$ cat src/hdl/dsp_pkg.sv
// Shared constants, types and helpers for the shortest-path engine.
package dsp_pkg;

  localparam int MAX_NODES = 16;
  localparam int NODE_W    = $clog2(MAX_NODES);
  localparam int CNT_W     = $clog2(MAX_NODES + 1);
  localparam int ADDR_W    = 2 * NODE_W;
  localparam int DEPTH     = MAX_NODES * MAX_NODES;
  localparam int WEIGHT_W  = 8;
  localparam int DIST_W    = 12;
  localparam int NC_W      = 5;
  localparam int PORT_W    = 4;
  localparam int CIDX_W    = 2;
  localparam int CDATA_W   = 5;

  localparam logic [1:0] OP_CLEAR = 2'd0;
  localparam logic [1:0] OP_ADD   = 2'd1;
  localparam logic [1:0] OP_RUN   = 2'd2;

  localparam logic [CIDX_W-1:0] CFG_NODE_COUNT = 2'd0;
  localparam logic [CIDX_W-1:0] CFG_SOURCE     = 2'd1;
  localparam logic [CIDX_W-1:0] CFG_TARGET     = 2'd2;

  // Control word from the sequencer to the weight store.
  typedef struct packed {
    logic                clear;
    logic                wr_en;
    logic [ADDR_W-1:0]   wr_addr;
    logic [WEIGHT_W-1:0] wr_data;
    logic [ADDR_W-1:0]   rd_addr;
  } wm_ctrl_t;

  // The matrix is symmetric, so each undirected edge lives at one address.
  function automatic logic [ADDR_W-1:0] canon_addr(input logic [NODE_W-1:0] a,
                                                   input logic [NODE_W-1:0] b);
    logic [ADDR_W-1:0] r;
    if (a < b) r = {a, b};
    else       r = {b, a};
    return r;
  endfunction

endpackage

$ cat src/hdl/dsp_weight_store.sv
// Edge weight matrix: one write port, one registered read port, per-entry valid bits.
module dsp_weight_store (
  input  logic                         clk,
  input  logic                         rst,
  input  dsp_pkg::wm_ctrl_t            ctrl,
  output logic [dsp_pkg::WEIGHT_W-1:0] rd_weight
);
  import dsp_pkg::*;

  logic [WEIGHT_W-1:0] mem [DEPTH];
  logic [DEPTH-1:0]    vld;
  logic [WEIGHT_W-1:0] rd_data;
  logic                rd_vld;

  always_ff @(posedge clk) begin
    if (ctrl.wr_en) begin
      mem[ctrl.wr_addr] <= ctrl.wr_data;
    end
    rd_data <= mem[ctrl.rd_addr];
  end

  // An entry that was never written since the last clear reads as no edge.
  always_ff @(posedge clk) begin
    if (rst) begin
      vld    <= '0;
      rd_vld <= 1'b0;
    end else begin
      rd_vld <= vld[ctrl.rd_addr];
      if (ctrl.clear) begin
        vld <= '0;
      end else if (ctrl.wr_en) begin
        vld[ctrl.wr_addr] <= 1'b1;
      end
    end
  end

  assign rd_weight = rd_vld ? rd_data : '0;

endmodule

$ cat src/hdl/dijkstra_shortest_path.sv
// Top level of the dense shortest-path engine: command port, sequencer and result output.
//
// Busy stays low after a clear and is high for one cycle after an add. A run first searches
// from the source over the n active nodes, then walks back from the target node by node
// along the predecessors, then sends the edges of the path.
// The search pace is set by the single read port of the weight matrix: one matrix entry is
// read and relaxed per cycle, and the next node to settle is picked during the same pass.
// Results come one per cycle on result_strobe and cannot be held off by the receiver;
// last marks the final word of a run. Config writes are always accepted (cfg_ready is high)
// and must only be issued while busy is low.
module dijkstra_shortest_path (
  input  logic                        clk,
  input  logic                        rst,
  input  logic                        start,
  output logic                        busy,
  input  logic [1:0]                  operation,
  input  logic [dsp_pkg::PORT_W-1:0]  node_a,
  input  logic [dsp_pkg::PORT_W-1:0]  node_b,
  input  logic [dsp_pkg::WEIGHT_W-1:0] weight,
  input  logic                        cfg_valid,
  output logic                        cfg_ready,
  input  logic [dsp_pkg::CIDX_W-1:0]  cfg_index,
  input  logic [dsp_pkg::CDATA_W-1:0] cfg_data,
  output logic                        result_strobe,
  output logic [dsp_pkg::PORT_W-1:0]  edge_from,
  output logic [dsp_pkg::PORT_W-1:0]  edge_to,
  output logic                        edge_valid,
  output logic                        reachable,
  output logic [dsp_pkg::DIST_W-1:0]  target_distance,
  output logic                        last
);
  import dsp_pkg::*;

  typedef enum logic [2:0] {
    ST_IDLE, ST_ADD_CHK, ST_INIT, ST_RELAX, ST_WALK_INIT, ST_WALK, ST_EMIT_LOAD, ST_EMIT
  } state_t;

  state_t state;

  logic [NC_W-1:0]   cfg_nodes;
  logic [PORT_W-1:0] cfg_src;
  logic [PORT_W-1:0] cfg_dst;

  logic [CNT_W-1:0]  n_act;
  logic [NODE_W-1:0] src_c;
  logic [NODE_W-1:0] dst_c;

  logic [ADDR_W-1:0]   add_addr;
  logic [WEIGHT_W-1:0] add_w;
  logic                add_ok;

  logic [NODE_W-1:0]    cur;
  logic [DIST_W-1:0]    best;
  logic [MAX_NODES-1:0] settled;
  logic [MAX_NODES-1:0] finite;
  logic [MAX_NODES-1:0] pvalid;
  logic [DIST_W-1:0]    node_dist [MAX_NODES];
  logic [NODE_W-1:0]    pred [MAX_NODES];
  logic [CNT_W-1:0]     idx;
  logic [NODE_W-1:0]    proc_idx;
  logic                 nxt_found;
  logic [NODE_W-1:0]    nxt_cur;
  logic [DIST_W-1:0]    nxt_best;

  logic [NODE_W-1:0] path_buf [MAX_NODES];
  logic [CNT_W-1:0]  cnt;
  logic [NODE_W-1:0] walk_node;
  logic [NODE_W-1:0] prev;
  logic [CNT_W-1:0]  ei;
  logic              reach;
  logic [DIST_W-1:0] tdist;

  wm_ctrl_t            wm_ctrl;
  logic [WEIGHT_W-1:0] rd_weight;

  logic                accept;
  logic [NODE_W-1:0]   dist_raddr;
  logic [DIST_W-1:0]   dj;
  logic [DIST_W:0]     sum;
  logic                upd;
  logic [DIST_W-1:0]   nd;
  logic                nf;
  logic                cand;
  logic                fnd_new;
  logic [NODE_W-1:0]   cur_new;
  logic [DIST_W-1:0]   best_new;
  logic [NODE_W-1:0]   buf_raddr;
  logic [NODE_W-1:0]   buf_rd;
  logic [NODE_W-1:0]   old_pred;

  dsp_weight_store u_weights (
    .clk       (clk),
    .rst       (rst),
    .ctrl      (wm_ctrl),
    .rd_weight (rd_weight)
  );

  assign busy      = (state != ST_IDLE);
  assign cfg_ready = 1'b1;
  assign accept    = start && !busy;

  always_comb begin
    if (cfg_nodes == '0) begin
      n_act = CNT_W'(1);
    end else if (int'(cfg_nodes) > MAX_NODES) begin
      n_act = CNT_W'(MAX_NODES);
    end else begin
      n_act = CNT_W'(cfg_nodes);
    end
    src_c = (CNT_W'(cfg_src) < n_act) ? NODE_W'(cfg_src) : NODE_W'(n_act - 1'b1);
    dst_c = (CNT_W'(cfg_dst) < n_act) ? NODE_W'(cfg_dst) : NODE_W'(n_act - 1'b1);
  end

  // Weight store port use.
  always_comb begin
    wm_ctrl.clear   = accept && (operation == OP_CLEAR);
    wm_ctrl.wr_en   = (state == ST_ADD_CHK) && add_ok &&
                      ((rd_weight == '0) || (add_w < rd_weight));
    wm_ctrl.wr_addr = add_addr;
    wm_ctrl.wr_data = add_w;
    if (state == ST_RELAX) begin
      wm_ctrl.rd_addr = canon_addr(cur, idx[NODE_W-1:0]);
    end else begin
      wm_ctrl.rd_addr = canon_addr(NODE_W'(node_a), NODE_W'(node_b));
    end
  end

  // Relaxation of one neighbor and the running pick of the next node to settle.
  always_comb begin
    dist_raddr = (state == ST_RELAX) ? proc_idx : dst_c;
    dj   = node_dist[dist_raddr];
    sum  = {1'b0, best} + (DIST_W + 1)'(rd_weight);
    upd  = (rd_weight != '0) && !settled[proc_idx] &&
           (!finite[proc_idx] || (sum < {1'b0, dj}));
    nd   = upd ? sum[DIST_W-1:0] : dj;
    nf   = finite[proc_idx] || upd;
    cand = (idx != '0) && !settled[proc_idx] && nf && (!nxt_found || (nd < nxt_best));
    fnd_new  = nxt_found || cand;
    cur_new  = cand ? proc_idx : nxt_cur;
    best_new = cand ? nd : nxt_best;
    if (state == ST_EMIT_LOAD) begin
      buf_raddr = NODE_W'(cnt - 1'b1);
    end else begin
      buf_raddr = NODE_W'(ei - 1'b1);
    end
    buf_rd   = path_buf[buf_raddr];
    old_pred = pred[walk_node];
  end

  always_ff @(posedge clk) begin
    if (rst) begin
      state         <= ST_IDLE;
      cfg_nodes     <= NC_W'(8);
      cfg_src       <= '0;
      cfg_dst       <= '0;
      settled       <= '0;
      finite        <= '0;
      pvalid        <= '0;
      nxt_found     <= 1'b0;
      result_strobe <= 1'b0;
    end else begin
      result_strobe <= 1'b0;
      if (cfg_valid) begin
        case (cfg_index)
          CFG_NODE_COUNT: cfg_nodes <= cfg_data;
          CFG_SOURCE:     cfg_src   <= PORT_W'(cfg_data);
          CFG_TARGET:     cfg_dst   <= PORT_W'(cfg_data);
          default: ;
        endcase
      end
      case (state)
        ST_IDLE: begin
          if (accept) begin
            add_addr <= canon_addr(NODE_W'(node_a), NODE_W'(node_b));
            add_w    <= weight;
            add_ok   <= (CNT_W'(node_a) < n_act) && (CNT_W'(node_b) < n_act) &&
                        (node_a != node_b) && (weight != '0);
            case (operation)
              OP_ADD:  state <= ST_ADD_CHK;
              OP_RUN:  state <= ST_INIT;
              default: state <= ST_IDLE;
            endcase
          end
        end
        ST_ADD_CHK: begin
          state <= ST_IDLE;
        end
        ST_INIT: begin
          // Only the source starts out finite, and it is settled before the first pass.
          finite            <= MAX_NODES'(1) << src_c;
          settled           <= MAX_NODES'(1) << src_c;
          pvalid            <= '0;
          node_dist[src_c]  <= '0;
          cur               <= src_c;
          best              <= '0;
          idx               <= '0;
          nxt_found         <= 1'b0;
          state             <= ST_RELAX;
        end
        ST_RELAX: begin
          // Read of entry idx is issued now; entry proc_idx is processed from last read.
          proc_idx <= idx[NODE_W-1:0];
          if ((idx != '0) && upd) begin
            node_dist[proc_idx] <= nd;
            pred[proc_idx]      <= cur;
            finite[proc_idx]    <= 1'b1;
            pvalid[proc_idx]    <= 1'b1;
          end
          if (idx == n_act) begin
            idx       <= '0;
            nxt_found <= 1'b0;
            if (fnd_new) begin
              cur               <= cur_new;
              best              <= best_new;
              settled[cur_new]  <= 1'b1;
            end else begin
              state <= ST_WALK_INIT;
            end
          end else begin
            idx       <= idx + 1'b1;
            nxt_found <= fnd_new;
            nxt_cur   <= cur_new;
            nxt_best  <= best_new;
          end
        end
        ST_WALK_INIT: begin
          reach       <= finite[dst_c];
          tdist       <= finite[dst_c] ? dj : '0;
          path_buf[0] <= dst_c;
          walk_node   <= dst_c;
          cnt         <= finite[dst_c] ? CNT_W'(1) : '0;
          state       <= ST_WALK;
        end
        ST_WALK: begin
          if (pvalid[walk_node] && (cnt < n_act)) begin
            path_buf[cnt[NODE_W-1:0]] <= old_pred;
            walk_node                 <= old_pred;
            cnt                       <= cnt + 1'b1;
          end else begin
            state <= ST_EMIT_LOAD;
          end
        end
        ST_EMIT_LOAD: begin
          if (cnt < CNT_W'(2)) begin
            // Empty path: one word with no edge.
            result_strobe   <= 1'b1;
            edge_from       <= '0;
            edge_to         <= '0;
            edge_valid      <= 1'b0;
            reachable       <= reach;
            target_distance <= tdist;
            last            <= 1'b1;
            state           <= ST_IDLE;
          end else begin
            prev  <= buf_rd;
            ei    <= cnt - 1'b1;
            state <= ST_EMIT;
          end
        end
        ST_EMIT: begin
          result_strobe   <= 1'b1;
          edge_from       <= PORT_W'(prev);
          edge_to         <= PORT_W'(buf_rd);
          edge_valid      <= 1'b1;
          reachable       <= reach;
          target_distance <= tdist;
          last            <= (ei == CNT_W'(1));
          prev            <= buf_rd;
          ei              <= ei - 1'b1;
          if (ei == CNT_W'(1)) begin
            state <= ST_IDLE;
          end
        end
        default: state <= ST_IDLE;
      endcase
    end
  end

  a_run_goes_busy: assert property (@(posedge clk) disable iff (rst)
    accept && (operation == OP_RUN) |=> busy)
    else $error("run command did not start the sequencer");

  a_last_ends_run: assert property (@(posedge clk) disable iff (rst)
    result_strobe && last |=> !result_strobe)
    else $error("result word after the last word of a run");

  a_empty_is_last: assert property (@(posedge clk) disable iff (rst)
    result_strobe && !edge_valid |-> last)
    else $error("word without an edge that is not the last");

  a_settled_finite: assert property (@(posedge clk) disable iff (rst)
    (settled & ~finite) == '0)
    else $error("settled node without a finite distance");

endmodule
$ cat config.mk
export PLATFORM = sky130hd
export DESIGN_NAME = dijkstra_shortest_path
export DESIGN_NICKNAME = d
export VERILOG_FILES = /design/src/hdl/dsp_pkg.sv /design/src/hdl/dsp_weight_store.sv /design/src/hdl/dijkstra_shortest_path.sv
export SDC_FILE = /design/constraint.sdc
export NUM_CORES = 2
export LEC_CHECK = 0
export BUFFER_PORTS_ARGS = -buffer_cell sky130_fd_sc_hd__buf_2
export CAP_MARGIN = 30
export CELL_PAD_IN_SITES_DETAIL_PLACEMENT = 1
export CELL_PAD_IN_SITES_GLOBAL_PLACEMENT = 1
export CORE_MARGIN = 4
export CORE_UTILIZATION = 50
export DETAILED_ROUTE_END_ITERATION = 8
export HOLD_SLACK_MARGIN = 0.1
export PLACE_DENSITY = 0.78
export SLEW_MARGIN = 20
export SYNTH_ARGS = -nofsm -noshare
export SYNTH_HDL_FRONTEND = slang
export SYNTH_SLANG_ARGS = --single-unit
$ cat constraint.sdc
create_clock -name clk -period 8.25 [get_ports clk]
set_clock_uncertainty 0.15 [all_clocks]
set_input_delay 0.4125 -clock clk [delete_from_list [all_inputs] [get_ports clk]]
set_output_delay 0.4125 -clock clk [all_outputs]
set_load 0.005 [all_outputs]
==> results.md <==
* Outcome: finished clean
* Gp weighted congestion at 0.899
* Clock Latency Late Sink at 0.96 ns
* Cell area after layout at 129000 um^2
* Layout area overhead at 13.1%
* CP delay by family, top: compound AO/OA/AOI/OAI gates
* Synth warnings at 0
* Crit path buf inv count at 6
* Startpoint types: register
* Required @ worst endpoint at 8.75 ns
* DR iter-0 viols at 8319
* Max-slew violation count at 0
* Fmax at 127 MHz
* Largest net degree at the start of global routing at 266
* Total Routing Usage GR at 27.6%
* Ports at 55
* Vias in the first global route at 69600
* Cell mode on critical path: a21o_1
* DR vias at 66100
* Mapped Cells at 6712
* Area occupied by multi-input gates at 30600 um^2
* Post-synth EDFFs at 2480
* FFs w/ async S/R, synth at 0%
* CTS max path bufs at 4
* Seq cells post-synth at 2815
* Hold Path Class: in -> reg
* TritonCTS clock tree: built
* Crit-path max FO at 13
* Root buf cell: clkbuf_16
* Nets at 7050
* Max-cap violations at 0
* Tmin final at 7.89 ns
* Placed cells at 9570
* Reg area at 81200 um^2
* Synth Flop Type: edfxtp_1
* Slew @ Worst Pin at 1.26 ns
* Final Util at 57.1%
* Hpwl dp at 194000 um
* PD cells at 257 nW/um^2
* Share of post-route cells with drive strength above 1 at 20.5%
* Worst vdd ir at 0.258 mV
* WL final at 328000 um
* Die Wd at 485 um
* Final period util at 95.6%
* Grt ovf at 0
* Initial Util at 50.5%
* Core area at 226000 um^2
* Die Area at 236000 um^2
* Final std cells w/o fill at 10200
* First-pass GRT wire length at 481000 um
* Avg Inst Size Synth at 17.0 um^2
* Port bufs at 53
* Slew HR at 15.8%
* Critical path class: reg -> reg
* Reg clk slew, reported paths at 0.06 ns
* Cell Area, Placed at 118000 um^2
* Leakage at 0.0421 uW
* Worst EP arrival at 8.38 ns
* Final Setup Violations at 0
* Drt drc at 0
* Largest stage delay, worst path at 0.38 ns
* Initial antenna violation count at 17
* Die Height at 485 um
* CP endpoint kind: register
* Fillers at 20100
* Number of vias per cell at 6.51
* Final Hold Fails at 0
* Wire per inst at 32.3 um
* Slowest CP cell: mux2_2
* Number of distinct library cells after synthesis at 91
* Router iterations before antenna repair at 6
* Num CTS Buffers at 300
* CTS Sinks at 2815
* Site Rows at 174
* Post-Syn Nets at 6813
* Sequential area share after synthesis at 71.3%
* H-tree Lvls at 5
* Post-DRT Antenna Nets at 0
* Synth Cell Area at 114000 um^2
Yosys cell counts (14+ instances only):
library cell	count	area [um^2]
and2_1	70	438
dfxtp_1	335	6710
o32ai_1	14	123
xnor2_1	17	149
a21oi_1	82	410
a211oi_1	51	383
ha_1	71	888
or4_1	30	225
a32oi_1	33	289
buf_2	89	445
nand2_1	632	2370
inv_1	83	312
nor2b_1	21	131
o211ai_1	14	105
nand3_1	104	521
o21ai_0	318	1590
nor2_1	465	1750
and3_1	36	225
nor4_1	81	507
buf_6	23	259
nor3_1	55	275
nand2b_1	25	156
edfxtp_1	2480	74500
a21o_1	18	135
o21a_1	28	210
mux4_1	22	578
o22ai_1	34	213
nand4_1	27	169
mux2i_1	282	2820
buf_4	54	405
clkbuf_1	226	848
a31oi_1	30	188
mux4_2	593	13400
buf_1	36	135
or2_2	15	93.8
mux2_2	43	484
sequential cells by signal (all words and copies together), names as in the netlist, 16 cells and up, named ones only:
signal	cells
u_weights.mem	2048
u_weights.vld	256
node_dist	192
path_buf	64
pred	64
finite	16
pvalid	16
settled	16
cell families after synthesis:
| kind of cell | Yosys count | share of synthesized area (%) |
|---|---|---|
| compound gates | 731 | 4.07 |
| xor+xnor | 27 | 0.208 |
| fa+ha+maj | 72 | 0.797 |
| buf+inv | 515 | 2.14 |
| flops | 2815 | 71.3 |
| mux | 943 | 15.2 |
| other cells | 1 | 0.00329 |
| simple gates | 1608 | 6.35 |
tightest hold or removal path, stage by stage:
cell	delay, ns
buf_2	0.24
nor2_4	0.08
buf_12	0.25
nand2_1	0.11
o21ai_0	0.06
report_power, final:
group	internal, uW	switching (uW)	total, uW
Combinational	1580	2580	4160
Clock	7750	5530	13300
Sequential	15600	55.4	15600
layout by cell type, fill, tap and decap left out, drive strengths merged, types with 14 or more instances in the layout:
cell	n
a31oi	30
and3	37
o21ai	324
buf	318
mux2i	284
a211oi	51
inv	91
ha	71
nor2b	21
nand3	104
o22ai	35
nor4	81
or2	15
mux4	615
and2	70
o21a	28
bufinv	23
o211ai	14
nand4	28
or4	30
edfxtp	2480
mux2	44
nand2	633
nand2b	25
clkinv	93
a21o	18
nor3	56
a21oi	83
o32ai	14
dfxtp	335
dlygate4sd3	45
xnor2	17
clkbuf	383
nor2	467
a32oi	33
path summary, 6_finish.rpt:
| kind | start | to | slack, ns | depth (start not counted) |
|---|---|---|---|---|
| max | cfg_nodes[4]$_SDFFE_PP0P_ | best[9]$_SDFFCE_PN0P_ | 0.36 | 37 |
| min | rst | u_weights.vld[94]$_SDFFE_PP0P_ | 0.14 | 5 |
| max reg2reg | cfg_nodes[4]$_SDFFE_PP0P_ | best[9]$_SDFFCE_PN0P_ | 0.36 | 37 |
| min reg2reg | tdist[6]$_SDFFCE_PN0P_ | target_distance[6]$_DFFE_PP_ | 0.27 | 0 |
layer usage:
metal / track usage (%) / vias to the layer above / routed length [um]
met5: 0 / - / 35
met4: 12.4 / 6 / 15200
met3: 6.19 / 850 / 30700
met2: 44.8 / 3780 / 161000
met1: 36.0 / 34600 / 121000
li1: - / 26900 / -
area by class of cell:
| type | count | area share, % |
|---|---|---|
| well taps | 2992 | 2.91 |
| inverters | 84 | 0.245 |
| clock buffers | 380 | 6.38 |
| clock inverters | 136 | 0.978 |
| flip-flops and latches | 2815 | 63.0 |
| repair buffers | 366 | 2.71 |
| multi-input cells | 3382 | 23.8 |
| diodes | 6 | 0.0117 |
repair_timing:
item,in CTS,in global routing
endpoints found under the setup margin,0,42
endpoints found under the hold margin,50,0
buffers inserted,0,1
gates resized for setup,0,9
hold buffers,45,0
through the flow:
step                      worst slack (ns)  power, uW  hold WS (ns)   TNS, ns
after global placement            -0.00207      19800         0.253  -0.00207
after detailed placement             0.263      19900         0.255         0
final                                0.362      33100         0.141         0
after global routing               -0.0333      34100         0.127   -0.0360
after floorplan                      0.483      18600         0.250         0
after CTS                            0.152      33100         0.111         0
Note: power is estimated with default switching activity, not from simulation.
